==> config.mk <==
export PLATFORM = sky130hd
export DESIGN_NAME = mfsa_ctrl
export DESIGN_NICKNAME = d
export VERILOG_FILES = /design/src/hw/rtl/mfsa_pkg.sv /design/src/hw/rtl/mfsa_ctrl.sv
export SDC_FILE = /design/constraint.sdc
export NUM_CORES = 1
export LEC_CHECK = 0
export BUFFER_PORTS_ARGS = -buffer_cell sky130_fd_sc_hd__buf_2
export CAP_MARGIN = 20
export CORE_UTILIZATION = 32
export DETAILED_ROUTE_END_ITERATION = 6
export PLACE_DENSITY = 0.57
export SLEW_MARGIN = 20
export SYNTH_ARGS = -nofsm -noshare
export SYNTH_HDL_FRONTEND = slang
export SYNTH_SLANG_ARGS = --single-unit
==> constraint.sdc <==
create_clock -name clk -period 2.4 [get_ports clk]
set_input_delay 0.12 -clock clk [delete_from_list [all_inputs] [get_ports clk]]
set_output_delay 0.12 -clock clk [all_outputs]
set_load 0.03 [all_outputs]
==> src/hw/rtl/mfsa_pkg.sv <==
// Shared constants, codes and types of the mean-field spin annealer.
`default_nettype none

package mfsa_pkg;

	localparam int SPIN_COUNT = 32;
	localparam int IDX_W      = $clog2(SPIN_COUNT);
	localparam int ADDR_W     = 2 * IDX_W;
	localparam int CNT_W      = IDX_W + 1;
	localparam int JMEM_DEPTH = SPIN_COUNT * SPIN_COUNT;

	// Field sum: N products of Q3.12 by Q1.15.
	localparam int ACC_W  = 32 + IDX_W;
	localparam int SQS_W  = 31 + IDX_W;
	localparam int OMQ_W  = 31;
	localparam int TPR_W  = OMQ_W + 1 + 16;
	localparam int F_W    = ACC_W + 1;
	localparam int NRM_W  = 31;
	localparam int SQ_W   = 2 * NRM_W;
	localparam int RAD_W  = 64;
	localparam int HEFF_W = 32;
	localparam int QUO_W  = 17;
	localparam int NUM_W  = NRM_W + 16;
	localparam int REM_W  = HEFF_W + 1;
	localparam int DCNT_W = $clog2(QUO_W + 1);
	localparam int EPR_W  = ACC_W + 16;
	localparam int ETOT_W = EPR_W - 16 + IDX_W;
	localparam int E_SH   = $clog2(2 * SPIN_COUNT * 1024);

	typedef enum logic [1:0] {
		FN_LOAD_J = 2'd0,
		FN_LOAD_Z = 2'd1,
		FN_UPDATE = 2'd2,
		FN_ENERGY = 2'd3
	} func_t;

	typedef enum logic [4:0] {
		ST_IDLE,
		ST_DISPATCH,
		ST_LOAD_J1,
		ST_LOAD_J2,
		ST_LOAD_Z,
		ST_WALK_START,
		ST_WALK,
		ST_OMQ,
		ST_TERM,
		ST_FSUM,
		ST_ABS,
		ST_NORM,
		ST_SQUARE,
		ST_SQSUM,
		ST_SQRT,
		ST_DIVZ_INIT,
		ST_DIVZ,
		ST_DIVX_INIT,
		ST_DIVX,
		ST_COMMIT,
		ST_EMUL,
		ST_EACC,
		ST_EFIN,
		ST_RESULT
	} ctrl_state_t;

	typedef enum logic [4:0] {
		OP_NONE,
		OP_CAPTURE,
		OP_WR_J1,
		OP_WR_J2,
		OP_WR_Z,
		OP_WALK_START,
		OP_WALK,
		OP_OMQ,
		OP_TERM,
		OP_FSUM,
		OP_ABS,
		OP_NORM,
		OP_SQUARE,
		OP_SQSUM,
		OP_SQRT,
		OP_DIV_INIT_Z,
		OP_DIV_INIT_X,
		OP_DIV_STEP,
		OP_COMMIT,
		OP_EMUL,
		OP_EACC,
		OP_EFIN,
		OP_EMIT
	} dp_op_t;

	typedef struct packed {
		dp_op_t op;
	} dp_cmd_t;

	typedef struct packed {
		func_t func;
		logic  walk_done;
		logic  norm_done;
		logic  sqrt_done;
		logic  div_done;
		logic  erow_last;
		logic  out_free;
	} dp_status_t;

	typedef struct packed {
		func_t              func;
		logic [IDX_W-1:0]   row_index;
		logic [IDX_W-1:0]   col_index;
		logic signed [15:0] load_value;
		logic [15:0]        transverse_field;
	} item_t;

	typedef struct packed {
		logic signed [15:0] spin_z;
		logic [14:0]        spin_x;
		logic               spin_changed;
		logic signed [31:0] energy;
	} result_t;

endpackage

`default_nettype wire

==> src/hw/rtl/mfsa_ctrl.sv <==
// Sequencing state machine of the spin annealer.
`default_nettype none

module mfsa_ctrl import mfsa_pkg::*; (
	input  wire        clk,
	input  wire        arst_n,
	input  wire        req_valid,
	output logic       req_ready,
	input  dp_status_t status,
	output dp_cmd_t    cmd
);

	ctrl_state_t state_q, state_d;

	always_ff @(posedge clk or negedge arst_n) begin
		if (!arst_n) begin
			state_q <= ST_IDLE;
		end else begin
			state_q <= state_d;
		end
	end

	always_comb begin
		state_d = state_q;
		case (state_q)
			ST_IDLE: begin
				if (req_valid) state_d = ST_DISPATCH;
			end
			ST_DISPATCH: begin
				case (status.func)
					FN_LOAD_J: state_d = ST_LOAD_J1;
					FN_LOAD_Z: state_d = ST_LOAD_Z;
					default:   state_d = ST_WALK_START;
				endcase
			end
			ST_LOAD_J1:    state_d = ST_LOAD_J2;
			ST_LOAD_J2:    state_d = ST_IDLE;
			ST_LOAD_Z:     state_d = ST_IDLE;
			ST_WALK_START: state_d = ST_WALK;
			ST_WALK: begin
				if (status.walk_done) begin
					state_d = (status.func == FN_ENERGY) ? ST_EMUL : ST_OMQ;
				end
			end
			ST_OMQ:    state_d = ST_TERM;
			ST_TERM:   state_d = ST_FSUM;
			ST_FSUM:   state_d = ST_ABS;
			ST_ABS:    state_d = ST_NORM;
			ST_NORM: begin
				if (status.norm_done) state_d = ST_SQUARE;
			end
			ST_SQUARE: state_d = ST_SQSUM;
			ST_SQSUM:  state_d = ST_SQRT;
			ST_SQRT: begin
				if (status.sqrt_done) state_d = ST_DIVZ_INIT;
			end
			ST_DIVZ_INIT: state_d = ST_DIVZ;
			ST_DIVZ: begin
				if (status.div_done) state_d = ST_DIVX_INIT;
			end
			ST_DIVX_INIT: state_d = ST_DIVX;
			ST_DIVX: begin
				if (status.div_done) state_d = ST_COMMIT;
			end
			ST_COMMIT: state_d = ST_RESULT;
			ST_EMUL:   state_d = ST_EACC;
			ST_EACC:   state_d = status.erow_last ? ST_EFIN : ST_WALK_START;
			ST_EFIN:   state_d = ST_RESULT;
			ST_RESULT: begin
				if (status.out_free) state_d = ST_IDLE;
			end
			default:   state_d = ST_IDLE;
		endcase
	end

	always_comb begin
		cmd.op    = OP_NONE;
		req_ready = 1'b0;
		case (state_q)
			ST_IDLE: begin
				req_ready = 1'b1;
				if (req_valid) cmd.op = OP_CAPTURE;
			end
			ST_LOAD_J1:    cmd.op = OP_WR_J1;
			ST_LOAD_J2:    cmd.op = OP_WR_J2;
			ST_LOAD_Z:     cmd.op = OP_WR_Z;
			ST_WALK_START: cmd.op = OP_WALK_START;
			ST_WALK:       cmd.op = OP_WALK;
			ST_OMQ:        cmd.op = OP_OMQ;
			ST_TERM:       cmd.op = OP_TERM;
			ST_FSUM:       cmd.op = OP_FSUM;
			ST_ABS:        cmd.op = OP_ABS;
			ST_NORM: begin
				if (!status.norm_done) cmd.op = OP_NORM;
			end
			ST_SQUARE:     cmd.op = OP_SQUARE;
			ST_SQSUM:      cmd.op = OP_SQSUM;
			ST_SQRT: begin
				if (!status.sqrt_done) cmd.op = OP_SQRT;
			end
			ST_DIVZ_INIT:  cmd.op = OP_DIV_INIT_Z;
			ST_DIVX_INIT:  cmd.op = OP_DIV_INIT_X;
			ST_DIVZ, ST_DIVX: begin
				if (!status.div_done) cmd.op = OP_DIV_STEP;
			end
			ST_COMMIT:     cmd.op = OP_COMMIT;
			ST_EMUL:       cmd.op = OP_EMUL;
			ST_EACC:       cmd.op = OP_EACC;
			ST_EFIN:       cmd.op = OP_EFIN;
			ST_RESULT: begin
				if (status.out_free) cmd.op = OP_EMIT;
			end
			default:       cmd.op = OP_NONE;
		endcase
	end

endmodule

`default_nettype wire

==> impl_metrics.py <==
metrics = {
    "outcome": {
        "status": "completed",
    },
    "yosys": {
        "synth-seq-area-share_pct": 17.2,
        "synth_flop_cell": "dfrtp_1",
        "syn_inst": 101,
        "async_flop_share_pct": 100,
        "synth.cell_area_um2": 728,
        "syn_area_per_cell_um2": 7.21,
        "yosysTopAreaCell": "dfrtp_1",
        "synth.top_cell.area_share_pct": 17.2,
        "synth_edf_count": 0,
        "yosysMostFrequentCell": "nor2_1",
        "ys_types": 45,
        "yosys_warnings": 0,
        "synth_area_leaders": "dfrtp_1 (17%), o21ai_0 (6.2%), mux2_4 (6.2%)",
        "synth_nets": 112,
        "yosys_register_bits": 5,
        "synthTopCellsByCount": "nor2_1 (10), o21ai_0 (9), a21oi_1 (8), inv_1 (7)",
    },
    "cells_and_area": {
        "final_cells": 145,
        "finalInstanceArea_um2": 875,
        "multi_input_area_um2": 528,
        "fill_cells": 232,
        "top_regs": "state_q x5",
        "regMostFlops": "state_q",
        "layout.area.seq_um2": 125,
        "drive_gt1_share_pct": 30.5,
        "fin_util_pct": 42.8,
        "final_nets": 130,
        "largest_reg_flops": 5,
        "areaGrowthSynthToFinish_pct": 20.1,
        "diodes": 0,
    },
    "floorplanning": {
        "die_h_um": 49.7,
        "dieArea_um2": 2470,
        "initial_core_util_pct": 35.7,
        "die_w_um": 49.7,
        "rows": 16,
        "pin_count": 17,
        "core_area_um2": 2040,
    },
    "routing": {
        "wl_um": 2030,
        "antenna_left": 0,
        "firstDrtPassIters": 4,
        "via_per_inst": 5.48,
        "wl_per_cell_um": 14.0,
        "vias": 794,
        "drtIter0Drc": 26,
        "route.detailed.drc": 0,
    },
    "timing": {
        "tns_ps": 0,
        "worst_pin_slew_ps": 480,
        "setup_ws_ps": 274,
        "maxSlewHeadroom_pct": 68.0,
        "drv_slew": 0,
        "skew_ps": 2.05,
        "post-route-period-util_pct": 88.6,
        "hold_viol_final": 0,
        "fin_crit_ps": 2130,
        "fin_hold_ws_ps": 212,
        "rsz0062_at_grt": "false",
        "setup_viol": 0,
        "fmax_mhz": 470,
    },
    "setup_path": {
        "critPathMaxFanout": 10,
        "rr_endpoint": "state_q[1]",
        "critical_path_class": "register to output port",
        "cp.required_ps": 2280,
        "regToRegSetupSlack_ps": 360,
        "start_kind": "register",
        "r2r-start": "state_q[2]",
        "r2r_cells": 5,
        "cpMaxStageDelayCell": "dfrtp_1",
        "worstPathCellList": "nor2b_1, nand2_2, o31ai_2, buf_4, inv_1, o211ai_1, buf_2",
        "max_stage_delay_ps": 530,
        "end_kind": "output port",
        "worstPathArrival_ps": 2010,
    },
    "flow_run": {
        "max-cap-violations": 0,
    },
    "cts": {
        "clock_latency_ps": 250,
        "clock_sinks": 5,
        "cts_buffers": 3,
        "h-tree-depth": 1,
        "clkTransAtPathRegs_ps": 40,
        "cts_tree": "built",
        "clk_root_buffer_cell": "clkbuf_4",
        "cts.path.max_buffers": 2,
    },
    "placement": {
        "postPlaceCellArea_um2": 838,
        "hpwlAfterDp_um": 1550,
        "routabilityCongestion": 0.816,
        "place_inst": 140,
        "pre_cts_ws_ps": 382,
        "numPortBuffers": 16,
    },
    "global_route": {
        "antenna_found_initial": 0,
        "grt_overflow": 0,
        "grt_pass1_vias": 741,
        "gr-usage-all-layers_pct": 18.3,
        "grt_pass1_wl_um": 3440,
        "grt_max_degree": 16,
    },
    "power": {
        "power_mw": 1.42,
        "power.leakage_nw": 0.385,
        "vdd_ir_drop_max_v": 0.000522,
        "power_density_nw_per_um2": 1620,
    },
    "worst_hold_path": {
        "hp-class": "input pin to asynchronous set/reset pin",
    },
}
[how the worst max path moves through the flow]
stage,start,endpoint,slack (ps),depth (start not counted)
6_report,state_q[1],cmd[1],270,7
5_1_grt,state_q[1],cmd[1],130,7
4_1_cts,state_q[2],cmd[1],270,6
3_5_place_dp,state_q[2],state_q[1],380,5
3_3_place_gp,state_q[2],state_q[1],420,5
2_1_floorplan,state_q[0],cmd[4],60,4
[cells in the final DEF, fill, tap and decap left out, types with 5 or more instances in the layout]
| cell type | count |
|---|---|
| a21oi_1 | 8 |
| buf_2 | 16 |
| buf_4 | 6 |
| dfrtp_1 | 5 |
| inv_1 | 7 |
| nand2_1 | 6 |
| nor2_1 | 10 |
| nor2b_1 | 6 |
| o21ai_0 | 9 |
[power breakdown]
| part | internal [mW] | switching [mW] | total, mW |
|---|---|---|---|
| clock network | 0.0630 | 0.0372 | 0.100 |
| logic | 0.470 | 0.619 | 1.09 |
| registers | 0.129 | 0.101 | 0.230 |
[kinds of logic after synthesis]
group	synth area share, %
simple gates	29.4
compound gates	33.7
buf+inv	11.2
flops	17.2
mux	6.19
xor+xnor	2.41
[metal layers]
metal  vias up  track usage (%)  wire length (µm)
met3         2            0.926                83
met4         0             8.57                19
met1       370             24.6               965
li1        403                -                 -
met5         -                0                 0
met2        19             29.5               961
[worst max-delay path, delay by kind of cell, from the launching register on]
family          cells  cell delay [ps]
simple gates        2              450
flops               1              530
compound gates      2              350
buf+inv             3              430
[area by class of cell]
type	instances	area share, %
flip-flops and latches	5	14.3
multi-input cells	79	60.4
well taps	27	3.86
clock buffers	4	3.00
inverters	7	3.00
repair buffers	23	15.5
[what timing repair did]
action                                 4_1_cts  5_1_grt
buffers inserted                             0        0
hold buffers                                 1        0
resized for setup                            0        0
endpoints found under the hold margin        5        0
setup endpoints to repair                    0        0
Power figures use the tool's default switching activity.
